$ cat src/msb_first_bit_packer_top_defines.svh
// Assertion macros for the MSB-first bit packer.
`ifndef MSB_FIRST_BIT_PACKER_TOP_DEFINES_SVH
`define MSB_FIRST_BIT_PACKER_TOP_DEFINES_SVH

// Check a property on every clock edge outside reset.
`define MBP_ASSERT(lbl, prop, msg) \
  lbl: assert property (@(posedge clk_i) disable iff (!rst_ni) (prop)) else $error(msg);

// Check a property on every clock edge, reset included.
`define MBP_ASSERT_ALWAYS(lbl, prop, msg) \
  lbl: assert property (@(posedge clk_i) (prop)) else $error(msg);

`endif

$ cat src/mbp_pkg.sv
// Shared types and constants of the MSB-first bit packer.
package mbp_pkg;

  localparam int unsigned PosW      = 27;
  localparam int unsigned IdxW      = 24;
  localparam int unsigned WinW      = 40;
  localparam int unsigned QueueDepth = 4;
  localparam int unsigned QPtrW     = $clog2(QueueDepth);
  localparam int unsigned QCntW     = $clog2(QueueDepth + 1);

  localparam logic [IdxW-1:0] CapacityReset = '1;

  // Command codes on the input tuser
  typedef enum logic {
    CMD_PUT    = 1'b0,
    CMD_FINISH = 1'b1
  } mbp_cmd_e;

  // Register word indexes
  localparam logic REG_BYTE_CAPACITY = 1'b0;

  // One classified item waiting for the back end
  typedef struct packed {
    logic [WinW-1:0] window;     // bytes to emit, first byte in the top bits
    logic [IdxW-1:0] base_index; // stream index of the first byte
    logic [2:0]      nbytes;     // completed bytes, 0 to 4
    logic            accepted;
    logic [IdxW-1:0] byte_length;
  } mbp_entry_t;

  // One result word
  typedef struct packed {
    logic [7:0]      out_byte;
    logic            byte_valid;
    logic [IdxW-1:0] byte_index;
    logic            last;
    logic            accepted;
    logic [IdxW-1:0] byte_length;
  } mbp_result_t;

endpackage

$ cat src/msb_first_bit_packer_top.sv
// Top level of the MSB-first bit packer: stream ports, register port and assertions.
//
// Packs variable-length code words into a byte stream, MSB first. The input side takes one
// word per cycle while the four-entry queue has room; the front end settles the bit
// position, the capacity limit and the completed bytes of a word in that cycle. The back
// end emits one result word per cycle from the queue head while the output is taken, so a
// word gives max(k, 1) result words, where k is the number of bytes it completes: up to
// four for a full 32-bit put, one for a finish. byte_capacity sits at byte address 0; the
// user is to write it only while the block is idle; the block itself does not enforce
// this.
`include "msb_first_bit_packer_top_defines.svh"

module msb_first_bit_packer_top import mbp_pkg::*; (
  input  logic        clk_i,
  input  logic        rst_ni,
  // Input stream
  input  logic        s_axis_tvalid,
  output logic        s_axis_tready,
  input  logic [39:0] s_axis_tdata,  // value[31:0], bit_count[37:32], zero pad
  input  logic        s_axis_tuser,  // command
  // Output stream
  output logic        m_axis_tvalid,
  input  logic        m_axis_tready,
  output logic [63:0] m_axis_tdata,  // out_byte[7:0], byte_index[31:8], accepted[32],
                                     // byte_length[56:33], zero pad
  output logic        m_axis_tuser,  // byte_valid
  output logic        m_axis_tlast,  // last
  // Register port
  input  logic        psel,
  input  logic        penable,
  input  logic        pwrite,
  input  logic [2:0]  paddr,
  input  logic [31:0] pwdata,
  output logic [31:0] prdata,
  output logic        pready
);

  logic [IdxW-1:0] cap_q;
  logic            full, push, pop, empty;
  mbp_entry_t      entry, head;
  mbp_result_t     result;

  // Register write and read
  assign pready = 1'b1;
  assign prdata = (paddr[2] == REG_BYTE_CAPACITY) ? {8'h00, cap_q} : 32'h0;

  always_ff @(posedge clk_i or negedge rst_ni) begin
    if (!rst_ni) begin
      cap_q <= CapacityReset;
    end else if (psel && penable && pwrite && pready && (paddr[2] == REG_BYTE_CAPACITY)) begin
      cap_q <= pwdata[IdxW-1:0];
    end
  end

  mbp_front u_front (
    .clk_i       (clk_i),
    .rst_ni      (rst_ni),
    .in_valid_i  (s_axis_tvalid),
    .in_ready_o  (s_axis_tready),
    .command_i   (s_axis_tuser),
    .value_i     (s_axis_tdata[31:0]),
    .bit_count_i (s_axis_tdata[37:32]),
    .capacity_i  (cap_q),
    .full_i      (full),
    .push_o      (push),
    .entry_o     (entry)
  );

  mbp_queue u_queue (
    .clk_i   (clk_i),
    .rst_ni  (rst_ni),
    .push_i  (push),
    .entry_i (entry),
    .full_o  (full),
    .pop_i   (pop),
    .head_o  (head),
    .empty_o (empty)
  );

  mbp_back u_back (
    .clk_i       (clk_i),
    .rst_ni      (rst_ni),
    .head_i      (head),
    .empty_i     (empty),
    .pop_o       (pop),
    .out_valid_o (m_axis_tvalid),
    .out_ready_i (m_axis_tready),
    .result_o    (result)
  );

  // Pack the output word
  assign m_axis_tdata = {7'h00, result.byte_length, result.accepted, result.byte_index,
                         result.out_byte};
  assign m_axis_tuser = result.byte_valid;
  assign m_axis_tlast = result.last;

  // A word without a byte is always the only result of its item
  `MBP_ASSERT(a_nobyte_last, m_axis_tvalid && !m_axis_tuser |-> m_axis_tlast, "byteless word not last")
  // A word without a byte carries zero byte and index
  `MBP_ASSERT(a_nobyte_zero, m_axis_tvalid && !m_axis_tuser |-> (m_axis_tdata[31:0] == 32'h0), "byteless word not zeroed")
  // A length is reported only on the closing word of a finish
  `MBP_ASSERT(a_len_last, m_axis_tvalid && (m_axis_tdata[56:33] != 24'h0) |-> m_axis_tlast && m_axis_tdata[32], "length outside finish")
  // No output word during reset
  `MBP_ASSERT_ALWAYS(a_rst_idle, !rst_ni |-> !m_axis_tvalid, "output valid in reset")

endmodule

$ cat src/mbp_front.sv
// Front end: accepts words, appends bits to the stream state and classifies results.
module mbp_front import mbp_pkg::*; (
  input  logic            clk_i,
  input  logic            rst_ni,
  input  logic            in_valid_i,
  output logic            in_ready_o,
  input  logic            command_i,
  input  logic [31:0]     value_i,
  input  logic [5:0]      bit_count_i,
  input  logic [IdxW-1:0] capacity_i,
  input  logic            full_i,
  output logic            push_o,
  output mbp_entry_t      entry_o
);

  logic [PosW-1:0] pos_q, pos_d;
  logic [7:0]      part_q, part_d;

  logic [PosW-1:0] cap_bits, room;
  logic [5:0]      cnt, wr_bits, total;
  logic [2:0]      offs, nbytes;
  logic [31:0]     aligned, keep_mask, new_bits;
  logic [WinW-1:0] window;
  logic [PosW:0]   len_sum;
  logic [7:0]      rest;

  assign in_ready_o = !full_i;
  assign push_o     = in_valid_i && !full_i;

  // Clamp the count and limit it to the room left below the capacity
  assign cnt      = (bit_count_i > 6'd32) ? 6'd32 : bit_count_i;
  assign cap_bits = {capacity_i, 3'b000};
  assign room     = (pos_q < cap_bits) ? (cap_bits - pos_q) : '0;
  assign wr_bits  = (room < {{(PosW-6){1'b0}}, cnt}) ? room[5:0] : cnt;
  assign offs     = pos_q[2:0];

  // Left-align the written bits and merge them behind the held partial byte
  assign aligned   = value_i << (6'd32 - cnt);
  assign keep_mask = ~(32'hFFFF_FFFF >> wr_bits);
  assign new_bits  = aligned & keep_mask;
  assign window    = {part_q, 32'h0} | ({new_bits, 8'h00} >> offs);
  assign total     = {3'b000, offs} + wr_bits;
  assign nbytes    = total[5:3];
  assign len_sum   = {1'b0, pos_q} + (PosW+1)'(7);

  // Pick the byte left unfinished after the completed ones
  always_comb begin
    case (nbytes)
      3'd0:    rest = window[39:32];
      3'd1:    rest = window[31:24];
      3'd2:    rest = window[23:16];
      3'd3:    rest = window[15:8];
      default: rest = window[7:0];
    endcase
  end

  // Build the queue entry and the next stream state
  always_comb begin
    entry_o.base_index = pos_q[PosW-1:3];
    if (command_i == CMD_FINISH) begin
      entry_o.window      = {part_q, 32'h0};
      entry_o.nbytes      = (offs != 3'd0) ? 3'd1 : 3'd0;
      entry_o.accepted    = 1'b1;
      entry_o.byte_length = len_sum[PosW-1:3];
      pos_d               = '0;
      part_d              = '0;
    end else begin
      entry_o.window      = window;
      entry_o.nbytes      = nbytes;
      entry_o.accepted    = (wr_bits == cnt);
      entry_o.byte_length = '0;
      pos_d               = pos_q + {{(PosW-6){1'b0}}, wr_bits};
      part_d              = rest;
    end
  end

  // Hold the bit position and partial byte between words
  always_ff @(posedge clk_i or negedge rst_ni) begin
    if (!rst_ni) begin
      pos_q  <= '0;
      part_q <= '0;
    end else if (push_o) begin
      pos_q  <= pos_d;
      part_q <= part_d;
    end
  end

endmodule

$ cat src/mbp_queue.sv
// Short queue of classified entries between the front and back ends.
module mbp_queue import mbp_pkg::*; (
  input  logic       clk_i,
  input  logic       rst_ni,
  input  logic       push_i,
  input  mbp_entry_t entry_i,
  output logic       full_o,
  input  logic       pop_i,
  output mbp_entry_t head_o,
  output logic       empty_o
);

  mbp_entry_t       slots_q [QueueDepth];
  logic [QPtrW-1:0] wr_ptr_q, rd_ptr_q;
  logic [QCntW-1:0] count_q;

  assign full_o  = (count_q == QCntW'(QueueDepth));
  assign empty_o = (count_q == '0);
  assign head_o  = slots_q[rd_ptr_q];

  // Store a pushed entry
  always_ff @(posedge clk_i) begin
    if (push_i) begin
      slots_q[wr_ptr_q] <= entry_i;
    end
  end

  // Advance pointers and fill count
  always_ff @(posedge clk_i or negedge rst_ni) begin
    if (!rst_ni) begin
      wr_ptr_q <= '0;
      rd_ptr_q <= '0;
      count_q  <= '0;
    end else begin
      if (push_i) begin
        wr_ptr_q <= wr_ptr_q + QPtrW'(1);
      end
      if (pop_i) begin
        rd_ptr_q <= rd_ptr_q + QPtrW'(1);
      end
      if (push_i && !pop_i) begin
        count_q <= count_q + QCntW'(1);
      end else if (pop_i && !push_i) begin
        count_q <= count_q - QCntW'(1);
      end
    end
  end

endmodule

$ cat src/mbp_back.sv
// Back end: walks the bytes of each queued entry and drives the output register.
module mbp_back import mbp_pkg::*; (
  input  logic        clk_i,
  input  logic        rst_ni,
  input  mbp_entry_t  head_i,
  input  logic        empty_i,
  output logic        pop_o,
  output logic        out_valid_o,
  input  logic        out_ready_i,
  output mbp_result_t result_o
);

  logic [1:0]  k_q, k_d;
  logic        vld_q;
  mbp_result_t res_q, res_d;
  logic        load, has_bytes, is_last;
  logic [2:0]  nres;
  logic [7:0]  sel_byte;

  assign load      = !empty_i && (!vld_q || out_ready_i);
  assign has_bytes = (head_i.nbytes != 3'd0);
  assign nres      = has_bytes ? head_i.nbytes : 3'd1;
  assign is_last   = ({1'b0, k_q} == (nres - 3'd1));
  assign pop_o     = load && is_last;
  assign k_d       = is_last ? 2'd0 : (k_q + 2'd1);

  // Select byte k of the window, first byte in the top bits
  always_comb begin
    case (k_q)
      2'd0:    sel_byte = head_i.window[39:32];
      2'd1:    sel_byte = head_i.window[31:24];
      2'd2:    sel_byte = head_i.window[23:16];
      default: sel_byte = head_i.window[15:8];
    endcase
  end

  // Form the next result word
  always_comb begin
    res_d.out_byte    = has_bytes ? sel_byte : 8'h00;
    res_d.byte_valid  = has_bytes;
    res_d.byte_index  = has_bytes ? (head_i.base_index + {{(IdxW-2){1'b0}}, k_q}) : '0;
    res_d.last        = is_last;
    res_d.accepted    = head_i.accepted;
    res_d.byte_length = head_i.byte_length;
  end

  // Hold the output word until taken
  always_ff @(posedge clk_i or negedge rst_ni) begin
    if (!rst_ni) begin
      vld_q <= 1'b0;
      k_q   <= '0;
    end else begin
      if (load) begin
        vld_q <= 1'b1;
        k_q   <= k_d;
      end else if (out_ready_i) begin
        vld_q <= 1'b0;
      end
    end
  end

  always_ff @(posedge clk_i) begin
    if (load) begin
      res_q <= res_d;
    end
  end

  assign out_valid_o = vld_q;
  assign result_o    = res_q;

endmodule
$ cat config.mk
export PLATFORM = sky130hd
export DESIGN_NAME = msb_first_bit_packer_top
export DESIGN_NICKNAME = d
export VERILOG_FILES = /design/src/mbp_pkg.sv /design/src/msb_first_bit_packer_top.sv /design/src/mbp_front.sv /design/src/mbp_queue.sv /design/src/mbp_back.sv
export VERILOG_INCLUDE_DIRS = /design/src /design/src/src
export SDC_FILE = /design/constraint.sdc
export NUM_CORES = 1
export LEC_CHECK = 0
export ABC_AREA = 1
export BUFFER_PORTS_ARGS = -buffer_cell sky130_fd_sc_hd__clkbuf_2
export CORE_AREA = 2 2 323 325
export CTS_CLUSTER_DIAMETER = 50
export DETAILED_ROUTE_END_ITERATION = 6
export DIE_AREA = 0 0 325 327
export SKIP_LAST_GASP = 1
export SLEW_MARGIN = 20
export SYNTH_ARGS = -nofsm -noshare
export SYNTH_HDL_FRONTEND = slang
export SYNTH_SLANG_ARGS = --single-unit
$ cat constraint.sdc
create_clock -name clk_i -period 5.4 [get_ports clk_i]
set_input_delay 0.27 -clock clk_i [delete_from_list [all_inputs] [get_ports clk_i]]
set_output_delay 0.27 -clock clk_i [all_outputs]
set_load 0.05 [all_outputs]
=== After elaboration in Yosys (flattened, before gate mapping) ===
Memories as Yosys holds them, arrays and structs flattened.
Cells that the tools add are included.

* Reduce and logical (&&, ||, !) cells: 21
* Shifts and indexed selects: 3
* Add/sub/neg operators: 12
* $lt $le $gt $ge: 3
* Muxes and demuxes: 19
* Eq/ne operators: 8
* Bitwise gates (word level): 4

{| class="wikitable"
|+ Operator list
! cell !! number
|-
| $mux 27 || 2
|-
| $mux 40 || 1
|-
| $or 40x40->40 || 1
|-
| $shr 40x3->40 || 1
|-
| $and 32x32->32 || 1
|-
| $not 32->32 || 1
|-
| $pmux 8 s4 || 1
|-
| $shl 32x6->32 || 1
|-
| $shr 32x6->32 const A || 1
|-
| $mux 28 || 1
|-
| $add 27x3->27 const B || 1
|-
| $add 27x6->27 || 1
|-
| $lt 27x27->1 || 1
|-
| $lt 27x6->1 || 1
|-
| $sub 27x27->27 || 1
|-
| $add 24x2->24 || 1
|-
| $mux 24 || 1
|-
| $pmux 8 s3 || 1
|-
| $mux 6 || 2
|-
| $mux 3 || 3
|-
| $logic_and 1x1->1 || 8
|-
| $mux 8 || 1
|-
| $add 2x1->2 const B || 3
|-
| $add 3x6->6 || 1
|-
| 20 further kinds || 33
|}

* RAM bits: 368
* Logic and storage cells: 85
* Memories: 1
* Register bits: 128
* Input port bits: 83
* Output and inout bits: 101

{| class="wikitable"
|+ Memories
! memory !! depth !! bits a word !! rd ports !! clocked after Yosys merged registers in !! write ports !! line !! source
|-
| u_queue.slots_q || 4 || 92 || 1 || 0 || 1 || mbp_queue.sv:13 || <nowiki>mbp_entry_t slots_q [QueueDepth];</nowiki>
|}

=== Depth between registers and ports, before layout ===
Gate-level depths: netlist of the first run.

* Depth in word-level cells: 11
* Depth in mapped cells: 43
* Mapped depth without buffers: 42

=== By module ===
Synthesis of the first run repeated with hierarchy kept, for this count alone.

* Cells, all modules: 3,341
* Area total of the unflattened synthesis: 28,548.6 µm²

{| class="wikitable"
|+ Modules (own cells, without submodules)
! module !! cells an instance !! area an instance (µm²) !! times used !! seq. area each (µm²)
|-
| mbp_queue || 1,121 || 15,128.3 || 1 || 11,225.8
|-
| mbp_front || 1,757 || 9,087.5 || 1 || 875.8
|-
| mbp_back || 287 || 2,982.9 || 1 || 1,846.8
|-
| msb_first_bit_packer_top || 176 || 1,350.0 || 1 || 630.6
|}

=== Worst setup path before layout of the first run ===
Ideal clock, no wire load.

* Path type: reg-to-reg
* Start: register u_back.vld_q, in the netlist u_back.out_valid_o
* End: register u_queue.count_q[1]
* Period minus slack after synthesis: 5.494 ns
* Path slack: -0.094 ns
* Data required time: 5.277 ns
* Library setup time: 0.123 ns
* Stages on the path, launching flop included: 10
* Buffers on the path: 0
* Data arrival time: 5.371 ns
* Path through: dfrtp_1 > inv_1 > nor2_1 > a31oi_1 > nand2_1 > ha_1 > inv_1 > fa_1 > nor2_1 > a21oi_1

* Cells in the longest elaborated chain, start to end: 7
* Elaborated cells between the ends (all ways): 9
* Those cells by class: mux: 1; reduce/logical: 8

{| class="wikitable"
|+ Ends and longest elaborated chain
! what !! line !! source
|-
| start, declared || mbp_back.sv:14 || <nowiki>logic vld_q;</nowiki>
|-
| start signal, assigned || mbp_back.sv:50 || <nowiki>vld_q <= 1'b0;</nowiki>
|-
| start signal, assigned || mbp_back.sv:54 || <nowiki>vld_q <= 1'b1;</nowiki>
|-
| start signal, assigned || mbp_back.sv:57 || <nowiki>vld_q <= 1'b0;</nowiki>
|-
| $logic_not 1->1 * || mbp_back.sv:20 || <nowiki>assign load = !empty_i && (!vld_q || out_ready_i);</nowiki>
|-
| $logic_or 1x1->1 * || mbp_back.sv:20 ||
|-
| $logic_and 1x1->1 * || mbp_back.sv:20 ||
|-
| via u_back.load || mbp_back.sv:16 || <nowiki>logic load, has_bytes, is_last;</nowiki>
|-
| $logic_and 1x1->1 * || mbp_back.sv:24 || <nowiki>assign pop_o = load && is_last;</nowiki>
|-
| $logic_not 1->1 || mbp_queue.sv:41 || <nowiki>if (push_i && !pop_i) begin</nowiki>
|-
| $logic_and 1x1->1 || mbp_queue.sv:41 ||
|-
| $mux 3 / $reduce_bool 2->1 (equally long branches) || - ||
|-
| end signal, assigned || mbp_queue.sv:42 || <nowiki>count_q <= count_q + QCntW'(1);</nowiki>
|-
| end signal, assigned || mbp_queue.sv:44 || <nowiki>count_q <= count_q - QCntW'(1);</nowiki>
|-
| end, declared || mbp_queue.sv:15 || <nowiki>logic [QCntW-1:0] count_q;</nowiki>
|}

The timed path passes the listed nets; every way through them passes the cells marked *.
A chain may end at the register's enable or synchronous reset.

=== Worst setup path in the final report of the first run ===
* Start: register cap_q[3]
* End: register u_front.pos_q[25]

* Cells in the longest elaborated chain, start to end: 6
* Elaborated cells between the ends (all ways): 7
* Those cells by class: add/sub: 2; order compare: 2; mux: 3

{| class="wikitable"
|+ Ends and longest elaborated chain
! what !! line !! source
|-
| start, declared || msb_first_bit_packer_top.sv:38 || <nowiki>logic [IdxW-1:0] cap_q;</nowiki>
|-
| start signal, assigned || msb_first_bit_packer_top.sv:49 || <nowiki>cap_q <= CapacityReset;</nowiki>
|-
| start signal, assigned || msb_first_bit_packer_top.sv:51 || <nowiki>cap_q <= pwdata[IdxW-1:0];</nowiki>
|-
| $sub 27x27->27 / $lt 27x27->1 (equally long branches) || mbp_front.sv:33 || <nowiki>assign room = (pos_q < cap_bits) ? (cap_bits - pos_q) : '0;</nowiki>
|-
| $mux 27 * || mbp_front.sv:33 ||
|-
| $lt 27x6->1 || mbp_front.sv:34 || <nowiki>assign wr_bits = (room < {{(PosW-6){1'b0}}, cnt}) ? room[5:0] : cnt;</nowiki>
|-
| $mux 6 * || mbp_front.sv:34 ||
|-
| $add 27x6->27 * || mbp_front.sv:72 || <nowiki>pos_d = pos_q + {{(PosW-6){1'b0}}, wr_bits};</nowiki>
|-
| $mux 27 * || mbp_front.sv:60 || <nowiki>if (command_i == CMD_FINISH) begin</nowiki>
|-
| end signal, assigned || mbp_front.sv:83 || <nowiki>pos_q <= pos_d;</nowiki>
|-
| end, declared || mbp_front.sv:16 || <nowiki>logic [PosW-1:0] pos_q, pos_d;</nowiki>
|}

Mark *: on every way between the ends. The rest lies on a longest branch, timed or not.

==> flow_summary.toml, run 1 <==
[status]
status = "complete, no violations"

[floorplanning]
rows = 118
ioPinCount = 184
die_w_um = 325
die_area_um2 = 106000
initial_utilization_pct = 24.8
core_um2 = 103000
die_h_um = 327

[routing]
vias_per_cell = 4.58
ant_nets = 0
avgRoutedWirePerCell_um = 16.0
vias = 21100
drc = 0
topRoutingLayerUsed = "met5"
routed_wl_um = 73700
met3_wirelength_um = 3320
wl_met2_um = 35000
detail_route.first_pass.iterations = 6
wl_met1_um = 33200
drtIter0Drc = 1467

[final_layout]
fill_cells = 10800
post-route-util_pct = 30.1
final_cell_mix = "nand2_1 (655), edfxtp_1 (395), nor2_1 (328)"
syn2layout_area_growth_pct = 21.4
finalInstanceArea_um2 = 31000
final_common_cell = "nand2_1"
layout.nets = 3335
drive_above_1_share_pct = 16.9

[clocking]
clk_path_buf_depth = 3
cts_buffers = 46
clkLatencyLatePin_ns = 0.61
cts_sinks = 464
root_buffer = "clkbuf_16"
h-tree-depth = 2
cts_tree = "built"
clkTransAtPathRegs_ns = 0.07

[placement]
place_hpwl_um = 53200
io_buffers = 155
gp_congestion = 0.925
placed_area_um2 = 28600

[power]
peakVddDrop_mv = 0.288
p_leak_nw = 12.6
power.density_nw_per_um2 = 535
total_power_w = 0.0166

[timing]
skew_ns = 0.0421
finalSetupViolations = 0
drv_slew = 0
relSlewSlack_pct = 39.5
hold_viol = 0
max_freq_mhz = 193
min_period_ns = 5.18
whs_ns = 0.164
finalSetupTns_ns = 0
tightestPinTransition_ns = 0.901
rsz0062_at_grt = "yes"
fin_crit_sh_pct = 95.9

[worst_setup_path]
r2r_slack_ns = 0.22
crit_fanout = 5
start_kind = "flop"
critPathKind = "reg -> reg"
path_common_cell = "nand2_2"
max_stage_delay_ns = 0.60
critPathRequiredTime_ns = 5.88
arrival_ns = 5.66
cp_slowest_cell = "dfstp_2"
crit_buf_inv = 8
crit_family = "simple AND/OR/NAND/NOR gates"
worstSetupEndpointType = "flop"

[synthesis]
synth_top_flop_cell = "edfxtp_1"
ys_seq_area_share_pct = 53.4
synthArstFlopShare_pct = 14.9
synth_warnings = 0
synthesis.area_um2 = 25500
ys_seq_elements = 464
avgSynthCellArea_um2 = 8.65
netlist_instances = 2950
ys_types = 62
synth_edf_count = 395

[grt]
grt_overflow = 0
grt_pass1_wl_um = 113000
grtUsageTotal_pct = 13.3
antenna_found_initial = 8
grt_max_degree = 169
first_global_vias = 19800

[job]
cap_violations = 0

[worst_hold_path]
min_path_type = "in -> async"
[where the power goes]
part           leakage, nW  internal [W]  switching (W)
Sequential            4.59       0.00523       0.000352
Combinational         7.20       0.00218        0.00540
Clock                0.779       0.00198        0.00143
Total                 12.6       0.00939        0.00718
[metal layers]
| layer | global-route usage (%) | vias up |
|---|---|---|
| met3 | 1.79 | 116 |
| met1 | 17.8 | 9928 |
| met2 | 22.6 | 542 |
| li1 | - | 10500 |
| met4 | 3.90 | 14 |
| met5 | 0 | - |
[cells in the mapped netlist, types with 3 or more instances]
cell type,count,area [um2]
buf_2,21,105
nand3b_1,4,30.0
o21a_1,7,52.6
mux2i_1,8,80.1
xor2_1,9,78.8
a32o_1,4,40.0
nor2_2,10,62.6
or2_2,4,25.0
o22ai_1,65,407
nor2_1,344,1290
o21ai_1,15,75.1
dfstp_2,24,631
nand3_1,256,1280
nand2_4,7,78.8
nand3_2,10,100
nor3_1,35,175
o211ai_1,9,67.6
clkbuf_1,86,323
a21oi_1,149,746
ha_1,50,626
edfxtp_1,395,11900
o21ai_0,259,1300
nand4_1,25,156
dfrtp_1,45,1130
inv_1,280,1050
a22oi_1,3,22.5
buf_4,19,143
nor4_1,7,43.8
inv_2,10,37.5
and2_1,5,31.3
xnor2_1,10,87.6
nor3_4,4,65.1
a31oi_1,18,113
nand2_1,672,2520
clkinv_1,4,15.0
buf_6,4,45.0
fa_1,3,60.1
buf_1,13,48.8
nand2_2,15,93.8
a32oi_1,14,123
[flip-flops by register name (all words and copies together), names as in the netlist]
signal / cells
u_front.pos_q: 27
u_queue.count_q: 3
cap_q: 24
u_queue.rd_ptr_q: 2
u_back.result_o: 59
u_front.part_q: 8
u_back.k_q: 2
u_queue.wr_ptr_q: 2
u_queue.slots_q: 336
u_back.out_valid_o: 1
[repair_timing]
item	CTS	global route
buffers inserted	0	8
gates resized for setup	1	85
gates cloned	0	0
setup endpoints to repair	2	39
endpoints found under the hold margin	55	0
hold buffers	25	0
pin swaps	0	28
[metrics by stage]
stage          worst slack [ns]  std cells
2_1_floorplan           -0.0313       2964
3_3_place_gp            -0.0200       4498
3_5_place_dp            -0.0168       4498
4_1_cts                  0.0320       4609
5_1_grt                  -0.157       4618
6_report                  0.224       4618
[kinds of logic (layout without fill, tap and decap cells)]
family	Yosys count	in the layout	synth area share, %
adders and majority gates	53	53	2.69
other	2	17	0.0294
and+or+nand+nor	1406	1406	23.7
xor gates and xnor gates	22	22	0.932
AOI/OAI and AO/OA	557	557	12.0
DFF	464	464	53.4
buffers and inverters	438	711	6.95
muxes	8	8	0.314
[area by class of cell]
type	instances	area [um2]	area share, %
flip-flops and latches	464	13600	44.0
well taps	1380	1730	5.58
diodes	1	2.50	0.00808
clock buffers	52	1170	3.79
clock inverters	34	468	1.51
multi-input cells	2062	10600	34.3
inverters	295	1120	3.61
repair buffers	330	2240	7.24
[path summary, 6_finish.rpt]
check / from / endpoint / cells past startpoint
max: cap_q[3] / u_front.pos_q[25] / 41
min: rst_ni / u_front.pos_q[17] / 2
max reg2reg: cap_q[3] / u_front.pos_q[25] / 41
min reg2reg: u_front.part_q[2] / u_front.part_q[2] / 2
max in group asynchronous: rst_ni / u_queue.rd_ptr_q[0] / 3
min in group clk_i: m_axis_tready / u_back.out_valid_o / 3
Power figures use the tool's default switching activity.
==> run 2: changes to the inputs <==
--- a/config.mk
+++ b/config.mk
@@ -8,10 +8,12 @@
 export LEC_CHECK = 0
 export ABC_AREA = 1
 export BUFFER_PORTS_ARGS = -buffer_cell sky130_fd_sc_hd__clkbuf_2
-export CORE_AREA = 2 2 323 325
+export CAP_MARGIN = 0
+export CORE_AREA = 2 2 219 221
 export CTS_CLUSTER_DIAMETER = 50
 export DETAILED_ROUTE_END_ITERATION = 6
-export DIE_AREA = 0 0 325 327
+export DIE_AREA = 0 0 221 223
+export PLACE_DENSITY = 0.76
 export SKIP_LAST_GASP = 1
 export SLEW_MARGIN = 20
 export SYNTH_ARGS = -nofsm -noshare
==> flow_summary.toml, run 2 (same netlist as run 1, synthesis figures left out) <==
[worst_setup_path]
cp_slowest_cell = "dfstp_2"
critPathRequiredTime_ns = 5.92
arrival_ns = 5.61
critPathKind = "reg -> reg"
start_kind = "flop"
worstSetupEndpointType = "flop"
cp-startpoint = "cap_q[5]"
max_stage_delay_ns = 0.59
r2r_start = "cap_q[5]"
path_common_cell = "nand2_1"
crit_fanout = 8

[floorplanning]
initial_utilization_pct = 54.1
die_area_um2 = 49300
core_um2 = 47100
die_w_um = 221
ioPinCount = 184
die_h_um = 223
rows = 80

[grt]
grt_pass1_wl_um = 110000
grt_overflow = 0
grtUsageTotal_pct = 28.1
first_global_vias = 20700
antenna_found_initial = 1
grt_max_degree = 89

[timing]
hold_viol = 0
tightestPinTransition_ns = 0.863
skew_ns = 0.0465
drv_slew = 0
whs_ns = 0.227
relSlewSlack_pct = 41.9
finalSetupViolations = 0
max_freq_mhz = 197
min_period_ns = 5.09
fin_crit_sh_pct = 94.2

[placement]
io_buffers = 155
gp_congestion = 0.940
placed_area_um2 = 27300
place_hpwl_um = 49300

[clocking]
clk_path_buf_depth = 3
h-tree-depth = 2
root_buffer = "clkbuf_16"
cts_tree = "built"
clkTransAtPathRegs_ns = 0.06
clkLatencyLatePin_ns = 0.61
cts_sinks = 464
cts_buffers = 48

[worst_hold_path]
min_path_type = "in -> reg"
hp-start = "m_axis_tready"

[routing]
routed_wl_um = 71000
drc = 0
detail_route.first_pass.iterations = 7
vias = 21900
drtIter0Drc = 2122
vias_per_cell = 5.72
avgRoutedWirePerCell_um = 18.6
ant_nets = 0

[final_layout]
largest_register = "u_queue.slots_q"
layout.nets = 3303
final_common_cell = "nand2_1"
finalInstanceArea_um2 = 29900
drive_above_1_share_pct = 16.7
largest_reg_flops = 336
fill_cells = 3806
final_cell_mix = "nand2_1 (647), edfxtp_1 (395), nor2_1 (327)"
syn2layout_area_growth_pct = 17.1

[job]
cap_violations = 0

[power]
power.density_nw_per_um2 = 557
peakVddDrop_mv = 0.601
p_leak_nw = 12.4
total_power_w = 0.0166

[status]
status = "complete, no violations"
-- run 2: cell types whose count changed in the layout (fill, tap and decap cells not counted), moves of 3 or more --
cell / before / now
inv_1: 273 / 267
buf_4: 142 / 114
ha_1: 31 / 24
nand2_2: 27 / 33
inv_2: 14 / 21
inv_6: 3 / 0
clkbuf_8: 0 / 3
clkbuf_1: 6 / 10
ha_4: 17 / 26
nand2_1: 655 / 647
buf_12: 6 / 2
-- run 2: layout make-up --
class	count	area [um2]	share of cell area, %
sequential	464	13600	45.6
multi-input combinational	2062	10800	36.0
timing repair buffer	296	1930	6.45
clock buffer	61	1280	4.28
inverter	295	1110	3.73
tap	615	769	2.57
clock inverter	28	410	1.37
antenna	1	2.50	0.00837
-- run 2: worst paths after layout --
kind | end | slack [ns] | depth (start not counted)
worst min register to register | u_front.part_q[4] | 0.48 | 2
worst max register to register | u_front.part_q[2] | 0.31 | 33
worst max-delay path | u_front.part_q[2] | 0.31 | 33
max in group asynchronous | u_queue.rd_ptr_q[0] | 4.22 | 3
min in group asynchronous | cap_q[16] | 0.32 | 2
worst min-delay path | u_back.out_valid_o | 0.23 | 3
-- run 2: report_power, final --
group | leakage (nW) | switching, W | internal [W] | total (W)
sequential | 4.58 | 0.000331 | 0.00523 | 0.00556
combinational | 7.05 | 0.00545 | 0.00215 | 0.00761
clock | 0.800 | 0.00144 | 0.00204 | 0.00348
-- run 2: metrics by stage --
stage          cells  TNS, ns  setup slack, ns  util [%]
6_report        3822        0            0.313      63.4
5_1_grt         3821  -0.0335          -0.0335      63.4
4_1_cts         3805        0           0.0115      62.0
3_5_place_dp    3691        0           0.0373      57.9
3_3_place_gp    3691        0            0.139      57.9
2_1_floorplan   2964   -10.52          -0.0313         -
-- run 2: worst max-delay path: cells and delay by family, from the launching register on --
kind	cells	cell delay, ns
AND/OR/NAND/NOR	20	2.26
adder cells (fa/ha/maj)	4	0.98
AO/OA/AOI/OAI	4	0.65
flip-flops	1	0.59
buffers and inverters	4	0.26
XOR/XNOR	1	0.20
-- run 2: what timing repair did --
item	CTS	global route
hold endpoints to repair	43	0
setup buffers	0	16
hold buffers	25	0
setup endpoints to repair	1	71
resized for setup	1	118
pin swaps	0	40
-- run 2: routing by layer --
layer | part of all wire, % | vias up | track usage, %
li1 | - | 10500 | -
met4 | 1.9 | 0 | 6.86
met3 | 8.2 | 109 | 3.89
met2 | 47 | 891 | 45.9
met5 | 0 | - | 0
met1 | 43 | 10400 | 39.8
==> run 3: changes to the inputs <==
--- a/config.mk
+++ b/config.mk
@@ -9,11 +9,11 @@
 export ABC_AREA = 1
 export BUFFER_PORTS_ARGS = -buffer_cell sky130_fd_sc_hd__clkbuf_2
 export CAP_MARGIN = 0
-export CORE_AREA = 2 2 219 221
+export CORE_AREA = 2 2 208 210
 export CTS_CLUSTER_DIAMETER = 50
 export DETAILED_ROUTE_END_ITERATION = 6
-export DIE_AREA = 0 0 221 223
-export PLACE_DENSITY = 0.76
+export DIE_AREA = 0 0 210 212
+export PLACE_DENSITY = 0.8
 export SKIP_LAST_GASP = 1
 export SLEW_MARGIN = 20
 export SYNTH_ARGS = -nofsm -noshare
==> constraint.sdc (replaced) <==
create_clock -name clk_i -period 5.1 [get_ports clk_i]
set_input_delay 0.255 -clock clk_i [delete_from_list [all_inputs] [get_ports clk_i]]
set_output_delay 0.255 -clock clk_i [all_outputs]
set_load 0.05 [all_outputs]
==> flow_summary.toml, run 3 (same netlist as run 1, synthesis figures left out) <==
[final_layout]
stdcell_count = 3832
num_antenna_cells = 0
finalInstanceArea_um2 = 30500
multi_input_area_um2 = 11000
final-seq-area_um2 = 13600
fill_cells = 3013
final_cell_mix = "nand2_1 (643), edfxtp_1 (395), nor2_1 (315)"
syn2layout_area_growth_pct = 19.7
final_common_cell = "nand2_1"
largest_reg_flops = 336
drive_above_1_share_pct = 19.8
layout.nets = 3385
largest_register = "u_queue.slots_q"

[clocking]
cts_sinks = 464
clkLatencyLatePin_ns = 0.60
clk_path_buf_depth = 3
root_buffer = "clkbuf_16"
clkTransAtPathRegs_ns = 0.06
cts_buffers = 47
cts_tree = "built"
h-tree-depth = 2

[placement]
io_buffers = 155
placed_area_um2 = 27800
dp.cells = 3690
place_hpwl_um = 48400
gp_congestion = 0.990

[worst_setup_path]
max_stage_delay_ns = 0.57
critPathKind = "reg -> reg"
critPathRequiredTime_ns = 5.62
start_kind = "flop"
worstSetupEndpointType = "flop"
path_common_cell = "buf_4"
arrival_ns = 5.52
crit_fanout = 11
cp_slowest_cell = "dfstp_2"

[status]
violations = "design-rule violations"
status = "finished with violations"

[power]
p_leak_nw = 12.8
peakVddDrop_mv = 0.457
power.density_nw_per_um2 = 580

[timing]
hold_viol = 0
tightestPinTransition_ns = 1.07
max_freq_mhz = 200
rsz0062_at_grt = "yes"
skew_ns = 0.0263
finalSetupViolations = 0
drv_slew = 0
min_period_ns = 5.01
whs_ns = 0.188
relSlewSlack_pct = 28.8
fin_crit_sh_pct = 98.2

[grt]
grt_overflow = 0
grt_pass1_wl_um = 110000
first_global_vias = 21000
grtUsageTotal_pct = 31.7
antenna_found_initial = 1
grt_max_degree = 109

[routing]
routed_wl_um = 72600
detail_route.first_pass.iterations = 7
vias = 22800
vias_per_cell = 5.94
drc = 4
avgRoutedWirePerCell_um = 19.0
drtIter0Drc = 2711
ant_nets = 0

[floorplanning]
rows = 76
core_um2 = 42500
die_w_um = 210
die_h_um = 212
initial_utilization_pct = 60.0
ioPinCount = 184
die_area_um2 = 44500

[worst_hold_path]
min_path_type = "in -> reg"

[job]
cap_violations = 0
==> run 3: path summary, 6_finish.rpt <==
path                            slack (ns)              start                  end  depth (start not counted)
worst max-delay path                  0.09          cap_q[11]    u_front.pos_q[21]                         40
worst min-delay path                  0.19      s_axis_tvalid    u_front.part_q[6]                          5
worst max register to register        0.09          cap_q[11]    u_front.pos_q[21]                         40
worst min register to register        0.48  u_front.part_q[6]    u_front.part_q[6]                          2
max in group asynchronous             3.91             rst_ni  u_queue.rd_ptr_q[0]                          3
min in group asynchronous             0.26             rst_ni            cap_q[17]                          2
==> run 3: layout make-up <==
cell class	instances	area share (%)
Inverter	295	3.67
Clock inverter	26	0.864
Timing Repair Buffer	379	8.50
Tap cell	546	2.24
Sequential cell	464	44.6
Multi-Input combinational cell	2062	35.9
Clock buffer	60	4.18
==> run 3: what timing repair did <==
item,4_1_cts,5_1_grt
pin swaps,27,56
hold buffers,25,0
setup endpoints to repair,20,156
setup buffers,20,11
cloned,0,0
endpoints found under the hold margin,37,0
gates resized for setup,48,110
==> run 3: through the flow <==
step                      TNS [ns]  setup slack, ns  total power, W  utilization (%)
after global routing         -3.11           -0.152          0.0187             71.9
after CTS                        0          0.00542          0.0174             70.5
after floorplan            -111.33           -0.331          0.0114                -
after global placement     -0.0102          -0.0102          0.0135             65.5
after detailed placement     -1.29           -0.186          0.0138             65.5
final                            0           0.0917          0.0177             71.9
==> run 3: layer usage <==
metal  global-route usage (%)  vias to the layer above  share of wire [%]
li1                         -                    10600                  -
met1                     43.2                    10700                 40
met2                     51.8                     1241                 48
met3                     5.18                      199                9.2
met4                     11.7                        2                3.4
met5                        0                        -              0.018
==> run 3: critical path, delay by kind of cell, from the launching register on <==
kind / cells / cell delay, ns
AND/OR/NAND/NOR: 21 / 1.88
buffers and inverters: 13 / 1.36
adder cells (fa/ha/maj): 2 / 0.45
flip-flops: 1 / 0.57
AO/OA/AOI/OAI: 4 / 0.67
==> run 3: where the power goes <==
group / internal [W] / leakage, nW / switching, W / total (W)
combinational: 0.00248 / 7.49 / 0.00588 / 0.00835
clock: 0.00199 / 0.749 / 0.00145 / 0.00343
sequential: 0.00554 / 4.58 / 0.000379 / 0.00592
total: 0.0100 / 12.8 / 0.00770 / 0.0177
